File: src/design/padbd_pkg.sv
`timescale 1ns / 1ps
`default_nettype none

package padbd_pkg;

  localparam int NUM_LANES = 4;
  localparam int MERGE_DEPTH = 2 * NUM_LANES;

  localparam logic [4:0] HEADER_WORDS = 5'd4;
  localparam logic [4:0] LAST_WORD = 5'd18;

  localparam logic [3:0] ROW_BEATS = 4'd8;
  localparam logic [3:0] HDR_BEATS = 4'd2;

  typedef logic signed [15:0] sample_t;

  typedef struct packed {
    logic       hdr_load;
    logic       step;
    logic [3:0] nibble;
  } lane_ctl_t;

  typedef struct packed {
    logic       load;
    logic       hdr;
    logic [1:0] grp;
    logic [3:0] row;
    logic       last;
  } merge_ld_t;

  // Q6 tap on the most recent sample
  function automatic logic signed [7:0] coef_recent(input logic [1:0] f);
    logic signed [7:0] c;
    case (f)
      2'd0: c = 8'sd0;
      2'd1: c = 8'sd60;
      2'd2: c = 8'sd115;
      2'd3: c = 8'sd98;
      default: c = 8'sd0;
    endcase
    return c;
  endfunction

  // Q6 tap on the older sample
  function automatic logic signed [7:0] coef_older(input logic [1:0] f);
    logic signed [7:0] c;
    case (f)
      2'd0: c = 8'sd0;
      2'd1: c = 8'sd0;
      2'd2: c = -8'sd52;
      2'd3: c = -8'sd55;
      default: c = 8'sd0;
    endcase
    return c;
  endfunction

endpackage

`default_nettype wire

File: src/design/padbd_lane.sv
`timescale 1ns / 1ps
`default_nettype none

module padbd_lane (
  input  wire                  clk,
  input  wire                  rst_n,
  input  padbd_pkg::lane_ctl_t ctl,
  input  wire [31:0]           hdr_word,
  output padbd_pkg::sample_t   older,
  output padbd_pkg::sample_t   recent
);
  import padbd_pkg::*;

  sample_t          recent_r, recent_nxt;
  sample_t          older_r, older_nxt;
  logic [1:0]       filt_r, filt_nxt;
  logic [3:0]       shift_r, shift_nxt;

  logic signed [15:0] res;
  logic signed [7:0]  c1, c2;
  logic signed [25:0] res_x, p1, p2, acc, adj, quo;
  sample_t            dec;

  always_comb begin
    res   = $signed({ctl.nibble, 12'b0}) >>> shift_r;
    res_x = $signed({{4{res[15]}}, res, 6'b0});
    c1    = coef_recent(filt_r);
    c2    = coef_older(filt_r);
    p1    = $signed({{10{recent_r[15]}}, recent_r}) * $signed({{18{c1[7]}}, c1});
    p2    = $signed({{10{older_r[15]}}, older_r}) * $signed({{18{c2[7]}}, c2});
    acc   = res_x + p1 + p2;
    // truncate toward zero: bias negatives before the shift
    adj   = acc + (acc[25] ? 26'sd63 : 26'sd0);
    quo   = adj >>> 6;
    if (quo > 26'sd32767) begin
      dec = 16'sh7FFF;
    end else if (quo < -26'sd32768) begin
      dec = 16'sh8000;
    end else begin
      dec = quo[15:0];
    end
  end

  always_comb begin
    recent_nxt = recent_r;
    older_nxt  = older_r;
    filt_nxt   = filt_r;
    shift_nxt  = shift_r;
    if (ctl.hdr_load) begin
      filt_nxt   = hdr_word[1:0];
      shift_nxt  = hdr_word[19:16];
      older_nxt  = {hdr_word[15:4], 4'b0};
      recent_nxt = {hdr_word[31:20], 4'b0};
    end else if (ctl.step) begin
      older_nxt  = recent_r;
      recent_nxt = dec;
    end
  end

  always_ff @(posedge clk) begin
    if (!rst_n) begin
      recent_r <= '0;
      older_r  <= '0;
      filt_r   <= '0;
      shift_r  <= '0;
    end else begin
      recent_r <= recent_nxt;
      older_r  <= older_nxt;
      filt_r   <= filt_nxt;
      shift_r  <= shift_nxt;
    end
  end

  assign older  = older_r;
  assign recent = recent_r;

endmodule

`default_nettype wire

File: src/design/padbd_merge.sv
`timescale 1ns / 1ps
`default_nettype none

module padbd_merge (
  input  wire                                            clk,
  input  wire                                            rst_n,
  input  padbd_pkg::merge_ld_t                           ld,
  input  padbd_pkg::sample_t [padbd_pkg::NUM_LANES-1:0]  older,
  input  padbd_pkg::sample_t [padbd_pkg::NUM_LANES-1:0]  recent,
  output logic                                           can_load,
  output logic                                           out_valid,
  input  wire                                            out_stall,
  output logic signed [15:0]                             out_sample,
  output logic [6:0]                                     out_position,
  output logic                                           out_block_end
);
  import padbd_pkg::*;

  sample_t    samples_r [MERGE_DEPTH];
  sample_t    samples_nxt [MERGE_DEPTH];
  logic [3:0] count_r, count_nxt;
  logic [2:0] idx_r, idx_nxt;
  logic       hdr_r, hdr_nxt;
  logic [1:0] grp_r, grp_nxt;
  logic [4:0] off_r, off_nxt;
  logic       last_r, last_nxt;
  logic       pop;
  logic [1:0] grp_sel;

  assign out_valid = (count_r != 4'd0);
  assign pop       = out_valid && !out_stall;
  assign can_load  = (count_r == 4'd0) || ((count_r == 4'd1) && pop);

  always_comb begin
    samples_nxt = samples_r;
    count_nxt   = count_r;
    idx_nxt     = idx_r;
    hdr_nxt     = hdr_r;
    grp_nxt     = grp_r;
    off_nxt     = off_r;
    last_nxt    = last_r;
    if (pop) begin
      // advance the queue by one beat
      for (int i = 0; i < MERGE_DEPTH - 1; i++) begin
        samples_nxt[i] = samples_r[i + 1];
      end
      count_nxt = count_r - 4'd1;
      idx_nxt   = idx_r + 3'd1;
    end
    if (ld.load) begin
      idx_nxt  = '0;
      hdr_nxt  = ld.hdr;
      grp_nxt  = ld.grp;
      last_nxt = ld.last;
      if (ld.hdr) begin
        samples_nxt[0] = older[ld.grp];
        samples_nxt[1] = recent[ld.grp];
        count_nxt      = HDR_BEATS;
        off_nxt        = '0;
      end else begin
        for (int g = 0; g < NUM_LANES; g++) begin
          samples_nxt[2 * g]     = older[g];
          samples_nxt[2 * g + 1] = recent[g];
        end
        count_nxt = ROW_BEATS;
        off_nxt   = {ld.row, 1'b0} + 5'd2;
      end
    end
  end

  always_ff @(posedge clk) begin
    if (!rst_n) begin
      count_r <= '0;
      idx_r   <= '0;
      hdr_r   <= 1'b0;
      grp_r   <= '0;
      off_r   <= '0;
      last_r  <= 1'b0;
    end else begin
      count_r <= count_nxt;
      idx_r   <= idx_nxt;
      hdr_r   <= hdr_nxt;
      grp_r   <= grp_nxt;
      off_r   <= off_nxt;
      last_r  <= last_nxt;
    end
  end

  always_ff @(posedge clk) begin
    samples_r <= samples_nxt;
  end

  assign grp_sel       = hdr_r ? grp_r : idx_r[2:1];
  assign out_sample    = samples_r[0];
  assign out_position  = {grp_sel, off_r + {4'b0, idx_r[0]}};
  assign out_block_end = last_r && (idx_r == 3'd7);

endmodule

`default_nettype wire

File: src/design/predictive_adpcm_block_decoder_unit.sv
// Path: a header word's seeds are written into one lane's registers and then
//   wait in HOLD for the result queue; a row word's samples pass the lane
//   registers in IDLE (high nibbles) and STEP (low nibbles), then wait in HOLD.
// Output: a row word gives 8 result beats on the single output port, a header
//   word two seed beats; input stalls outside IDLE, but the next word can be taken while the queue still drains.
// Reset (rst_n low, synchronous): word position, all lane histories, filters,
//   shifts and the result queue clear; the block then expects a group-0 header.
`timescale 1ns / 1ps
`default_nettype none

module predictive_adpcm_block_decoder_unit (
  input  wire                clk,
  input  wire                rst_n,
  input  wire                in_valid,
  output logic               in_stall,
  input  wire [31:0]         in_word,
  output logic               out_valid,
  input  wire                out_stall,
  output logic signed [15:0] out_sample,
  output logic [6:0]         out_position,
  output logic               out_block_end
);
  import padbd_pkg::*;

  // Sequencer: IDLE takes a beat, STEP runs the second nibble of a row in
  // every lane, HOLD waits until the result queue can take the lane outputs.
  typedef enum logic [2:0] {
    ST_IDLE = 3'b001,
    ST_STEP = 3'b010,
    ST_HOLD = 3'b100
  } state_t;

  state_t     state_r, state_nxt;
  logic [4:0] pos_r, pos_nxt;
  logic [31:0] word_r, word_nxt;
  logic       hdr_r, hdr_nxt;
  logic [1:0] grp_r, grp_nxt;
  logic [3:0] row_r, row_nxt;
  logic       last_r, last_nxt;
  logic [4:0] row_full;

  lane_ctl_t  lane_ctl [NUM_LANES];
  sample_t [NUM_LANES-1:0] lane_older;
  sample_t [NUM_LANES-1:0] lane_recent;
  merge_ld_t  mld;
  logic       can_load;
  logic       accept;

  assign in_stall = (state_r != ST_IDLE);
  assign accept   = in_valid && !in_stall;
  assign row_full = pos_r - HEADER_WORDS;

  always_comb begin
    state_nxt = state_r;
    pos_nxt   = pos_r;
    word_nxt  = word_r;
    hdr_nxt   = hdr_r;
    grp_nxt   = grp_r;
    row_nxt   = row_r;
    last_nxt  = last_r;
    mld       = '0;
    for (int g = 0; g < NUM_LANES; g++) begin
      lane_ctl[g] = '0;
    end

    case (state_r)
      ST_IDLE: begin
        if (accept) begin
          pos_nxt  = (pos_r >= LAST_WORD) ? 5'd0 : pos_r + 5'd1;
          word_nxt = in_word;
          grp_nxt  = pos_r[1:0];
          row_nxt  = row_full[3:0];
          last_nxt = (pos_r == LAST_WORD);
          if (pos_r < HEADER_WORDS) begin
            // header: reload one lane, seeds go straight out
            hdr_nxt                     = 1'b1;
            lane_ctl[pos_r[1:0]].hdr_load = 1'b1;
            state_nxt                   = ST_HOLD;
          end else begin
            // row: every lane decodes its high nibble now
            hdr_nxt = 1'b0;
            for (int g = 0; g < NUM_LANES; g++) begin
              lane_ctl[g].step   = 1'b1;
              lane_ctl[g].nibble = in_word[8 * g + 4 +: 4];
            end
            state_nxt = ST_STEP;
          end
        end
      end
      ST_STEP: begin
        for (int g = 0; g < NUM_LANES; g++) begin
          lane_ctl[g].step   = 1'b1;
          lane_ctl[g].nibble = word_r[8 * g +: 4];
        end
        state_nxt = ST_HOLD;
      end
      ST_HOLD: begin
        // lane history now holds both results of each group
        if (can_load) begin
          mld.load  = 1'b1;
          mld.hdr   = hdr_r;
          mld.grp   = grp_r;
          mld.row   = row_r;
          mld.last  = last_r;
          state_nxt = ST_IDLE;
        end
      end
      default: begin
        state_nxt = ST_IDLE;
      end
    endcase
  end

  always_ff @(posedge clk) begin
    if (!rst_n) begin
      state_r <= ST_IDLE;
      pos_r   <= '0;
      hdr_r   <= 1'b0;
      grp_r   <= '0;
      row_r   <= '0;
      last_r  <= 1'b0;
    end else begin
      state_r <= state_nxt;
      pos_r   <= pos_nxt;
      hdr_r   <= hdr_nxt;
      grp_r   <= grp_nxt;
      row_r   <= row_nxt;
      last_r  <= last_nxt;
    end
  end

  // hold the row word for the second nibble
  always_ff @(posedge clk) begin
    word_r <= word_nxt;
  end

  for (genvar g = 0; g < NUM_LANES; g++) begin : g_lane
    padbd_lane u_lane (
      .clk      (clk),
      .rst_n    (rst_n),
      .ctl      (lane_ctl[g]),
      .hdr_word (word_nxt),
      .older    (lane_older[g]),
      .recent   (lane_recent[g])
    );
  end

  padbd_merge u_merge (
    .clk           (clk),
    .rst_n         (rst_n),
    .ld            (mld),
    .older         (lane_older),
    .recent        (lane_recent),
    .can_load      (can_load),
    .out_valid     (out_valid),
    .out_stall     (out_stall),
    .out_sample    (out_sample),
    .out_position  (out_position),
    .out_block_end (out_block_end)
  );

endmodule

`default_nettype wire

File: config.mk
export PLATFORM = sky130hd
export DESIGN_NAME = predictive_adpcm_block_decoder_unit
export DESIGN_NICKNAME = d
export VERILOG_FILES = /design/src/design/padbd_pkg.sv /design/src/design/padbd_lane.sv /design/src/design/padbd_merge.sv /design/src/design/predictive_adpcm_block_decoder_unit.sv
export SDC_FILE = /design/constraint.sdc
export NUM_CORES = 2
export LEC_CHECK = 0
export ABC_AREA = 1
export CAP_MARGIN = 20
export CORE_MARGIN = 1.5
export CORE_UTILIZATION = 50
export CTS_CLUSTER_DIAMETER = 100
export CTS_CLUSTER_SIZE = 28
export DETAILED_ROUTE_END_ITERATION = 8
export DONT_BUFFER_PORTS = 1
export GPL_ROUTABILITY_DRIVEN = 0
export PLACE_DENSITY = 0.69
export SLEW_MARGIN = 20
export SYNTH_ARGS = -nofsm -noshare
export SYNTH_HDL_FRONTEND = slang
export SYNTH_SLANG_ARGS = --single-unit
File: constraint.sdc
create_clock -name clk -period 12.2 [get_ports clk]
set_input_delay 0.61 -clock clk [delete_from_list [all_inputs] [get_ports clk]]
set_output_delay 0.61 -clock clk [all_outputs]
set_load 0.005 [all_outputs]
==> results <==
- The run finished, with violations left.
- The final reports fail on DRC.
- The share of the yosys chip area belonging to registers is 13.0%.
- The half-perimeter wire length after placement is 140000 um.
- IR analysis of the VDD net gives a maximum drop of roughly 0.2 mV.
- Dividing the detail-routed wire length by the instance count gives 18.1 um.
- Setup violations remaining at the end of the flow were counted as 0.
- The top cell types in the final layout, fill and taps aside, are inv_1, nand2_1, ha_1, fa_1, nor2_1.
- Adding up every negative setup slack in the final design gives 0 ns.
- The post-detailed-route via-to-cell ratio is ~5.4.
- The leading cell type in the layout, fill and taps excluded is inv_1.
- 62 I/O pins were placed.
- After floorplanning, the core was divided into 123 placement rows.
- The portion of synthesized cell area occupied by the leading cell type is 22.1%.
- The global-route wire length before repair is between 200000 and 300000 um.
- The headroom to the max-slew limit is a little over a tenth.
- The area of the mapped netlist is approximately 57000 um2.
- The post-CTS setup-driven buffer insertion count is 0.
- The longest clock path from root to sink contains 3 buffers.
- The number of buffers inserted during clock tree synthesis is 22.
- The repair_antennas step left the layout with diodes totalling 0.
- The synthesized instance count is between 8k and 9k.
- The height of the die is 339 um.
- The number of violations of the max-capacitance limit is 0.
- The signed area change from the synthesized netlist to the final layout is 3.45%.
- The non-filler instance count after layout is 9433.
- The residual overflow from global routing is 0.
- The quantity of I/O buffers inserted on ports is 0.
- The most common cell type on the critical path is nand2_1.
- After clock tree synthesis, the clock-pin slew on the worst setup and hold paths is 0.11 ns.
- The area of the die is approximately 120000 um2.
- The number of search-and-repair iterations in the first detailed-routing pass is 9.
- Global routing consumed, over all layers together, 29.4% of the routing resources.
- The total via count after detailed routing is 51.2k.
- The number of nets handed over by synthesis was around 9.4k.
- By area the synthesized netlist is led by fa_1, ha_1, inv_1.
- The via count of the first global-routing pass is 49.7k.
- The root buffer cell is clkbuf_16.
- The share of the clock period used by the worst path after layout is 90.8%.
- The worst hold path class is in -> reg.
- The largest fanout on the critical path is 33.
- The number of distinct library cells after synthesis is 57.
- After clock tree synthesis, the repair step resized 0 gates.
- The clock period minus worst slack is about 11 ns.
- The CTS H-tree depth is 1.
- The primary flip-flop cell chosen by synthesis mapping is dfxtp_1.
- The max-slew violation total from the final report came to 0.
- Clock latency on the worst-skew pair, taken at its later pin, is 0.60 ns.
- The number of placed cells counting well taps is ~9.4k.
- On the worst path, the slowest cell contributes a delay of a little over 0.7 ns.
- The critical path is of the reg -> reg type.
- The power per cell area is 82.4 nW/um2.
- For the pin with the worst max-slew slack, the measured transition is 1.33 ns.
- In this run, synthesis produced a sequential element count of between 300 and 400.
- Timing would allow up to 90.3 MHz.
- The setup clock skew after layout is 0.0477 ns.
- The total detailed-routing wirelength is ~170000 um.
- The remaining number of nets flagged by the antenna check after routing is 0.
- The arrival time of data at the critical path endpoint is 11.54 ns.
- Cells with a size suffix above 1 make up under 10% of the layout.
- The core region is 112000 um2.
- For this run, the number of Yosys warnings is 0.
- The number of enable flip-flop cells after synthesis is 50.
- In this run, the number of DRC markers left after iteration 0 of detailed routing was 5115.
- The sort of element at the start of the critical path is a register.
- Hold repair after CTS inserted 0 buffers.
- Setup repair after global routing left no endpoint under its margin.
- The hold violation count in the final report is 0.
- Entering global routing, the biggest net connects 111 pins.
- For this run, design rule violations remaining after detail routing come to 5.
- The number of antenna violations at the first check in global routing is 3.
- The sort of element at the end of the critical path is a register.
- TritonCTS built the clock tree.
- The final-stage net count is around 9k.
- The most area-hungry cell type in the Yosys netlist is fa_1.
- The starting utilization of the core area is roughly 50%.
- The floorplan step set the die width to 339 um.
- For this design, the slowest cell found on the critical path is o21bai_1.
- The post-synthesis area per instance is 6.98 um2.
- The number of sinks driven by the clock tree is 341.
- The data required time at the worst endpoint is ~13 ns.
- For this run, asynchronously set or reset flops after synthesis account for 0%.
- The leakage power figure is 33.6 nW.
-- worst paths after layout --
path | startpoint | to | slack (ns) | cells after the start
min | rst_n | state_r[0] | 0.1 | 1
max | state_r[0] | g_lane[0].u_lane.recent[3] | 1.12 | 51
max reg2reg | state_r[0] | g_lane[0].u_lane.recent[3] | 1.12 | 51
min reg2reg | u_merge.samples_r[89] | u_merge.samples_r[89] | 0.49 | 2
-- synth_stat cells (all sizes together), types with 6 or more instances --
library cell and instances:
a31o 6, o21ai 375, nand3 252, nor4 10, nor2 524, o31ai 11, ha 635, nand3b 23
xor2 179, nand4 60, edfxtp 50, buf 45, fa 624, and2 11, xnor2 94, inv 1997
o21a 8, a22oi 12, clkinv 7, o22ai 33, a31oi 79, a21o 11, nand2 1967, a211oi 7
dfxtp 291, a32o 17, o21bai 23, a21oi 411, o211ai 72, clkbuf 185, or2 7, nor3 45
-- registers in the layout, summed over array words and instances, names as in the netlist, 2 cells and up --
name and flops:
g_lane.u_lane.filt_r 8, g_lane.u_lane.older 64, g_lane.u_lane.recent 64, g_lane.u_lane.shift_r 16, pos_r 5, row_r 3, state_r 3, u_merge.count_r 4
u_merge.grp_r 2, u_merge.idx_r 3, u_merge.off_r 4, u_merge.out_sample 16, u_merge.samples_r 112, word_r 32
-- critical path: cells and delay by family, from the launching register on --
family / cells / cell delay (ns)
compound gates: 12 / 3.29
flops: 1 / 0.41
buf+inv: 8 / 1.01
xor+xnor: 1 / 0.10
fa+ha+maj: 6 / 2.69
simple gates: 24 / 3.42
-- per-layer routing --
layer  wire, um  up-vias  global-route usage, %
li1           -    24340                      -
met1      69200    24222                   38.8
met2      75700     2230                   46.8
met3      16000      450                   4.68
met4       9600        2                   14.2
met5         13        -                      0
-- final cells by class --
type / count / area, um2
fillers: 11067 / 53900
multi-input cells: 5520 / 40700
inverters: 2004 / 7530
flip-flops and latches: 341 / 7330
well taps: 1500 / 1880
clock buffers: 28 / 594
repair buffers: 28 / 210
clock inverters: 12 / 165
-- power by group --
part	internal [mW]	leakage (nW)	switching [mW]
clock	0.376	0.365	0.487
combinational	0.701	30.3	1.61
sequential	1.45	2.87	0.195
-- logic make-up (layout without fill, tap and decap cells) --
logic type / after synthesis / after routing / share of synthesized area [%]
AND/OR/NAND/NOR: 2905 / 2905 / 20.7
AO/OA/AOI/OAI: 1081 / 1081 / 10.8
multiplexers: 2 / 2 / 0.0354
buffers and inverters: 2234 / 2072 / 15.0
flip-flops: 341 / 341 / 13.0
adder cells (fa/ha/maj): 1259 / 1259 / 36.2
XOR/XNOR: 273 / 273 / 4.30
-- through the flow --
stage	setup slack (ns)	hold slack (ns)	power [mW]	instance area (um2)	util, %
floorplan	3.53	0.406	3.22	56500	-
global placement	1.70	0.463	3.85	57700	51.3
detailed placement	1.50	0.474	3.90	57700	51.3
CTS	1.42	0.0899	4.75	58400	52.0
global route	0.257	0.0887	5.10	58400	52.0
finish	1.12	0.0963	4.82	58400	52.0
(Power assumes the default switching activity.)
